<file path="config.mk">
export PLATFORM = sky130hd
export DESIGN_NAME = sync_length_frame_receiver_crc8
export DESIGN_NICKNAME = d
export VERILOG_FILES = /design/src/design/slfr_pkg.sv /design/src/design/sync_length_frame_receiver_crc8.sv /design/src/design/slfr_core.sv
export SDC_FILE = /design/constraint.sdc
export NUM_CORES = 1
export LEC_CHECK = 0
export BUFFER_PORTS_ARGS = -buffer_cell sky130_fd_sc_hd__buf_2
export CAP_MARGIN = 20
export CORE_MARGIN = 2
export CORE_UTILIZATION = 58
export CTS_CLUSTER_SIZE = 14
export DETAILED_ROUTE_END_ITERATION = 10
export GPL_TIMING_DRIVEN = 0
export PLACE_DENSITY = 0.8
export SYNTH_ARGS = -nofsm -noshare
export SYNTH_HDL_FRONTEND = slang
export SYNTH_SLANG_ARGS = --single-unit
</file>
<file path="constraint.sdc">
create_clock -name i_clk -period 7.6 [get_ports i_clk]
set_clock_uncertainty 0.05 [all_clocks]
set_input_delay 0.76 -clock i_clk [delete_from_list [all_inputs] [get_ports i_clk]]
set_output_delay 0.76 -clock i_clk [all_outputs]
set_load 0.02 [all_outputs]
</file>
<file path="src/design/slfr_pkg.sv">
package slfr_pkg;

    // crc-8 generator polynomial, msb first
    localparam logic [7:0] CRC_POLY = 8'hD5;

    // length byte counts the type and crc bytes on top of the payload
    localparam logic [6:0] LEN_OVERHEAD = 7'd2;

    // frame status codes
    localparam logic [1:0] ST_NONE    = 2'd0;
    localparam logic [1:0] ST_OK      = 2'd1;
    localparam logic [1:0] ST_CRC_ERR = 2'd2;

    // one result item
    typedef struct packed {
        logic        strobe;
        logic [7:0]  pbyte;
        logic [5:0]  pidx;
        logic        done;
        logic [1:0]  status;
        logic [7:0]  ftype;
        logic [5:0]  plen;
        logic [7:0]  crc_rx;
        logic [7:0]  crc_comp;
        logic [31:0] good;
        logic [31:0] bad;
    } t_result;

    // one byte through the crc-8 register, msb first
    function automatic logic [7:0] crc_feed(input logic [7:0] crc, input logic [7:0] b);
        logic [7:0] v;
        v = crc ^ b;
        for (int i = 0; i < 8; i++) begin
            if (v[7]) begin
                v = {v[6:0], 1'b0} ^ CRC_POLY;
            end else begin
                v = {v[6:0], 1'b0};
            end
        end
        return v;
    endfunction

endpackage

</file>
<file path="src/design/sync_length_frame_receiver_crc8.sv">
// channel  | valid        | stall        | payload
// ---------+--------------+--------------+-------------------------------------
// input    | i_in_valid   | o_in_stall   | i_rx_byte
// output   | o_out_valid  | i_out_stall  | o_payload_* o_frame_* o_crc_* counters
// config   | i_cfg_we     | (none)       | i_cfg_data (sync address)
//
// one item per cycle while the output is not stalled; each item passes an input
// register, the parser logic with its one-byte crc update, and the result register
// reset is synchronous, active low; the parser starts hunting, sync address 0xc8
// a stalled output holds its item while the input register still takes one more;
// o_in_stall rises only when both registers are full and the output is stalled
module sync_length_frame_receiver_crc8 #(
    parameter int MAX_PAYLOAD = 60
) (
    input  logic        i_clk,
    input  logic        i_rst_n,
    input  logic        i_in_valid,
    output logic        o_in_stall,
    input  logic [7:0]  i_rx_byte,
    output logic        o_out_valid,
    input  logic        i_out_stall,
    output logic        o_payload_strobe,
    output logic [7:0]  o_payload_byte,
    output logic [5:0]  o_payload_index,
    output logic        o_frame_done,
    output logic [1:0]  o_frame_status,
    output logic [7:0]  o_frame_type,
    output logic [5:0]  o_payload_length,
    output logic [7:0]  o_crc_received,
    output logic [7:0]  o_crc_computed,
    output logic [31:0] o_good_frames,
    output logic [31:0] o_bad_frames,
    input  logic        i_cfg_we,
    input  logic [7:0]  i_cfg_data
);

    logic              r_in_valid;
    logic [7:0]        r_in_byte;
    logic              r_out_valid;
    slfr_pkg::t_result r_res;
    slfr_pkg::t_result res;
    logic [7:0]        r_sync;
    logic              out_free;
    logic              fire;

    assign out_free   = !r_out_valid || !i_out_stall;
    assign fire       = r_in_valid && out_free;
    assign o_in_stall = r_in_valid && !out_free;

    // sync address register
    always_ff @(posedge i_clk) begin
        if (!i_rst_n) begin
            r_sync <= 8'hC8;
        end else if (i_cfg_we) begin
            r_sync <= i_cfg_data;
        end
    end

    // input register
    always_ff @(posedge i_clk) begin
        if (!i_rst_n) begin
            r_in_valid <= 1'b0;
        end else if (!o_in_stall) begin
            r_in_valid <= i_in_valid;
        end
    end

    always_ff @(posedge i_clk) begin
        if (!o_in_stall && i_in_valid) begin
            r_in_byte <= i_rx_byte;
        end
    end

    slfr_core #(
        .MAX_PAYLOAD (MAX_PAYLOAD)
    ) u_core (
        .i_clk          (i_clk),
        .i_rst_n        (i_rst_n),
        .i_fire         (fire),
        .i_byte         (r_in_byte),
        .i_sync_address (r_sync),
        .o_res          (res)
    );

    // result register
    always_ff @(posedge i_clk) begin
        if (!i_rst_n) begin
            r_out_valid <= 1'b0;
        end else if (out_free) begin
            r_out_valid <= fire;
        end
    end

    always_ff @(posedge i_clk) begin
        if (fire) begin
            r_res <= res;
        end
    end

    assign o_out_valid      = r_out_valid;
    assign o_payload_strobe = r_res.strobe;
    assign o_payload_byte   = r_res.pbyte;
    assign o_payload_index  = r_res.pidx;
    assign o_frame_done     = r_res.done;
    assign o_frame_status   = r_res.status;
    assign o_frame_type     = r_res.ftype;
    assign o_payload_length = r_res.plen;
    assign o_crc_received   = r_res.crc_rx;
    assign o_crc_computed   = r_res.crc_comp;
    assign o_good_frames    = r_res.good;
    assign o_bad_frames     = r_res.bad;

    // an item never moves into a result register that still holds a stalled item
    a_no_overwrite: assert property (@(posedge i_clk) disable iff (!i_rst_n)
        fire |-> !(r_out_valid && i_out_stall))
        else $error("result overwritten while stalled");

    // a valid result item is never shown as done and strobe at once
    a_done_excl: assert property (@(posedge i_clk) disable iff (!i_rst_n)
        r_out_valid |-> !(r_res.done && r_res.strobe))
        else $error("payload strobe on crc byte");

    // a stalled result item stays put until it is taken
    a_out_hold: assert property (@(posedge i_clk) disable iff (!i_rst_n)
        r_out_valid && i_out_stall |=> r_out_valid && $stable(r_res))
        else $error("stalled result item changed");

endmodule

</file>
<file path="src/design/slfr_core.sv">
module slfr_core #(
    parameter int MAX_PAYLOAD = 60
) (
    input  logic                  i_clk,
    input  logic                  i_rst_n,
    input  logic                  i_fire,
    input  logic [7:0]            i_byte,
    input  logic [7:0]            i_sync_address,
    output slfr_pkg::t_result     o_res
);

    localparam logic [7:0] LenMax = 8'(MAX_PAYLOAD + 2);

    localparam logic [1:0] PH_HUNT = 2'd0;
    localparam logic [1:0] PH_LEN  = 2'd1;
    localparam logic [1:0] PH_BODY = 2'd2;

    logic [1:0]  r_phase,     n_phase;
    logic [6:0]  r_left,      n_left;
    logic [6:0]  r_len,       n_len;
    logic [6:0]  r_pos,       n_pos;
    logic [7:0]  r_type,      n_type;
    logic [7:0]  r_crc,       n_crc;
    logic [31:0] r_good,      n_good;
    logic [31:0] r_bad,       n_bad;
    logic [6:0]  left_dec;

    assign left_dec = r_left - 7'd1;

    // frame parser, one byte per item
    always_comb begin
        n_phase = r_phase;
        n_left  = r_left;
        n_len   = r_len;
        n_pos   = r_pos;
        n_type  = r_type;
        n_crc   = r_crc;
        n_good  = r_good;
        n_bad   = r_bad;
        o_res   = '0;
        case (r_phase)
            PH_HUNT: begin
                if (i_byte == i_sync_address) begin
                    n_phase = PH_LEN;
                end
            end
            PH_LEN: begin
                if (i_byte < 8'(slfr_pkg::LEN_OVERHEAD) || i_byte > LenMax) begin
                    n_phase = PH_HUNT;
                    n_left  = '0;
                    n_pos   = '0;
                end else begin
                    n_len   = i_byte[6:0];
                    n_left  = i_byte[6:0];
                    n_pos   = '0;
                    n_crc   = '0;
                    n_phase = PH_BODY;
                end
            end
            PH_BODY: begin
                if (r_pos == 7'd0) begin
                    n_type = i_byte;
                end
                o_res.ftype = (r_pos == 7'd0) ? i_byte : r_type;
                o_res.plen  = 6'(r_len - slfr_pkg::LEN_OVERHEAD);
                n_left      = left_dec;
                if (left_dec == 7'd0) begin
                    // crc byte closes the frame
                    o_res.done     = 1'b1;
                    o_res.crc_rx   = i_byte;
                    o_res.crc_comp = r_crc;
                    if (i_byte == r_crc) begin
                        o_res.status = slfr_pkg::ST_OK;
                        n_good       = r_good + 32'd1;
                    end else begin
                        o_res.status = slfr_pkg::ST_CRC_ERR;
                        n_bad        = r_bad + 32'd1;
                    end
                    n_phase = PH_HUNT;
                    n_pos   = '0;
                end else begin
                    n_crc = slfr_pkg::crc_feed(r_crc, i_byte);
                    if (r_pos != 7'd0) begin
                        o_res.strobe = 1'b1;
                        o_res.pbyte  = i_byte;
                        o_res.pidx   = 6'(r_pos - 7'd1);
                    end
                    n_pos = r_pos + 7'd1;
                end
            end
            default: begin
                n_phase = PH_HUNT;
                n_left  = '0;
                n_pos   = '0;
            end
        endcase
        o_res.good = n_good;
        o_res.bad  = n_bad;
    end

    // parser state
    always_ff @(posedge i_clk) begin
        if (!i_rst_n) begin
            r_phase <= PH_HUNT;
            r_left  <= '0;
            r_len   <= '0;
            r_pos   <= '0;
            r_type  <= '0;
            r_crc   <= '0;
            r_good  <= '0;
            r_bad   <= '0;
        end else if (i_fire) begin
            r_phase <= n_phase;
            r_left  <= n_left;
            r_len   <= n_len;
            r_pos   <= n_pos;
            r_type  <= n_type;
            r_crc   <= n_crc;
            r_good  <= n_good;
            r_bad   <= n_bad;
        end
    end

    // body bytes taken plus bytes left always add up to the length field
    a_body_count: assert property (@(posedge i_clk) disable iff (!i_rst_n)
        r_phase == PH_BODY |-> (r_left + r_pos) == r_len)
        else $error("body position and bytes left disagree with length");

    // a good frame bumps the good counter by exactly one
    a_good_bump: assert property (@(posedge i_clk) disable iff (!i_rst_n)
        i_fire && o_res.done && o_res.status == slfr_pkg::ST_OK
        |=> r_good == $past(r_good) + 32'd1)
        else $error("good frame counter not bumped");

    // a bad frame leaves the good counter alone and bumps the bad counter by one
    a_bad_keep: assert property (@(posedge i_clk) disable iff (!i_rst_n)
        i_fire && o_res.done && o_res.status == slfr_pkg::ST_CRC_ERR
        |=> r_good == $past(r_good) && r_bad == $past(r_bad) + 32'd1)
        else $error("bad frame counters wrong");

endmodule
</file>
==> results.toml <==
[status]
outcome = "finished clean"

[place]
port_buffers = 133
dp_hpwl_um = 16320
globalplace.congestion = 0.8901
place_ws_ps = 4059
dp.cells = 1384
placed_area_um2 = 11680

[cts]
h-tree-depth = 1
cts_tree = "done"
root_buffer = "clkbuf_16"
cts_buffers = 24
clockBufferDepth = 3
post_cts_buffers = 0
clk_latency_ps = 510
hold_buffers = 0
clk_pin_slew_worst_paths_ps = 60
cts_resized = 0
cts_num_sinks = 232

[synthesis]
yosysTopAreaCellShare_pct = 33.77
synth-main-ff-cell = "edfxtp_1"
synth_cells = 1020
synth_cell_types = 59
synth_nets = 1052
synth_area_um2 = 10670
yosys_warnings = 0
synth-edff-count = 120
ys_async_sr_fraction_pct = 0
yosysTopAreaCell = "edfxtp_1"
syn_avg_cell_area_um2 = 10.46
synthTopCellsByArea = "edfxtp_1 (34%), dfxtp_1 (21%), xnor2_1 (7.7%)"
seq_area_frac_synth_pct = 54.78
ys_ff_latch = 232

[floorplanning]
num_io_pins = 135
rows = 49
core_um2 = 18020
floorplan.initialDensity_pct = 59.20
dieArea_um2 = 19500
die_height_um = 139.6
fp.dieW_um = 139.6

[grt]
grt-ovfl-total = 0
grt_pass1_wl_um = 38630
grt_pass1_vias = 7821
antenna_found_initial = 0
grt_max_degree = 51
grt_usage_pct = 24.12

[worst_setup_path]
cp_max_fo = 10
end_kind = "flip-flop"
cp_data_required_time_ps = 7920
arrival_ps = 3990
path_class = "flip-flop to flip-flop"
startpoint_type = "flip-flop"

[timing]
max_freq_mhz = 272.2
setup_viol = 0
tightestPinTransition_ps = 984.9
setup_ws_ps = 3926
fin_crit_sh_pct = 48.34
tns_ps = 0
finalHoldViolations = 0
rsz0062_at_grt = "false"
period_needed_ps = 3674
slew_violations = 0
relSlewSlack_pct = 33.83

[pwr]
power.leakage_nw = 4.702
power_mw = 2.745
ir_worst_vdd_mv = 0.1771
powerDensity_nw_per_um2 = 219.2

[final_layout]
mostFrequentLayoutCell = "buf_2"
antenna_cells = 0
final_cell_area_um2 = 12520
final_cell_mix = "buf_2 (137), nor2_1 (125), edfxtp_1 (120)"
area_growth_pct = 17.32
layout-drive-gt1-share_pct = 15.35
layout.nets = 1213
final_cells = 1428

[route]
vias = 8255
firstDrtPassIters = 5
vias_per_cell = 5.781
avgRoutedWirePerCell_um = 17.04
drc = 0
drt_iter0_drc = 754
ant_nets = 0
wirelength_um = 24340

[flow_run]
maxCapViolCount = 0

[worst_hold_path]
hold_path.class = "input port to flip-flop"
-- logic make-up after synthesis --
logic type / synth area share (%)
flip-flops: 54.78
multiplexers: 3.002
adder cells (fa/ha/maj): 1.290
XOR/XNOR: 12.52
AND/OR/NAND/NOR: 19.98
AO/OA/AOI/OAI: 5.323
buffers and inverters: 3.107
-- critical path: stages (launching register included) --
cell and delay (ps):
edfxtp_1 360, clkbuf_1 320, xnor2_1 590, nand4_1 260, nor3_1 600, clkbuf_1 450, clkbuf_1 440, nand4_1 190
xor2_1 210, nor2_1 70
-- where the power goes --
group / internal (mW) / total [mW] / switching, mW
clock: 0.767 / 1.24 / 0.472
sequential: 1.34 / 1.35 / 0.00870
combinational: 0.0493 / 0.153 / 0.103
-- final cells by class --
cell class,count,area (um2)
Sequential cell,232,5846
Fill cell,1346,5505
Multi-Input combinational cell,703,4494
Timing Repair Buffer,135,720.7
Clock buffer,35,693.2
Tap cell,229,286.5
Buffer,66,264.0
Clock inverter,9,143.9
Inverter,19,71.32
-- per-layer routing --
metal	wire (um)	GRT usage, %
met5	0	0
met4	629	8.105
met3	1785	4.336
met2	11630	40.04
met1	10290	32.26
-- synthesized netlist by cell type (2+ instances only) --
cell       instances
nor2_1           125
clkinv_1           2
inv_1             16
nand3b_1           2
nor3b_1            3
nor4_1             9
nand4_1           26
buf_1              3
mux2i_1           32
nor2b_1            2
and4_1            11
a2bb2oi_1          4
o21a_1             3
clkbuf_1          58
and2_1             5
a21o_1             2
ha_1              11
o22ai_1            2
or3_1             13
and3_1            40
buf_2              4
edfxtp_1         120
nand2_1           78
nor3_1            34
xor2_1            56
nand3_1           47
o31ai_1            8
a21oi_1           26
o211ai_1           3
o21ai_0           13
dfxtp_1          112
nand2b_1           3
o2bb2ai_1          8
o21ai_1            2
or4_1             17
a22oi_1            4
xnor2_1           94
-- registers in the layout, indices dropped and copies added, names as in the netlist, 2 cells and up --
signal / cells
u_core.r_len: 6
o_frame_type: 8
r_sync: 8
o_payload_length: 6
o_crc_computed: 8
o_crc_received: 8
o_good_frames: 32
o_payload_index: 6
r_in_byte: 8
u_core.r_left: 7
u_core.r_crc: 8
u_core.r_type: 8
u_core.r_good: 32
o_payload_byte: 8
u_core.r_pos: 7
u_core.r_phase: 2
u_core.r_bad: 32
o_frame_status: 2
o_bad_frames: 32
-- metrics by stage --
step	hold slack [ps]	util, %
2_1_floorplan	391.7	-
3_3_place_gp	400.2	64.49
3_5_place_dp	425.6	64.81
4_1_cts	359.8	69.46
5_1_grt	357.1	69.46
6_report	374.2	69.46
-- worst paths after layout --
check | start | endpoint | slack, ps | cells after the start
worst min register to register | r_in_valid | o_out_valid | 440 | 2
worst max register to register | r_in_byte[4] | u_core.r_good[31] | 3930 | 9
worst min-delay path | i_rx_byte[5] | r_in_byte[5] | 370 | 1
worst max-delay path | r_in_byte[4] | u_core.r_good[31] | 3930 | 9
No activity file was read; power rests on OpenSTA's default activity.
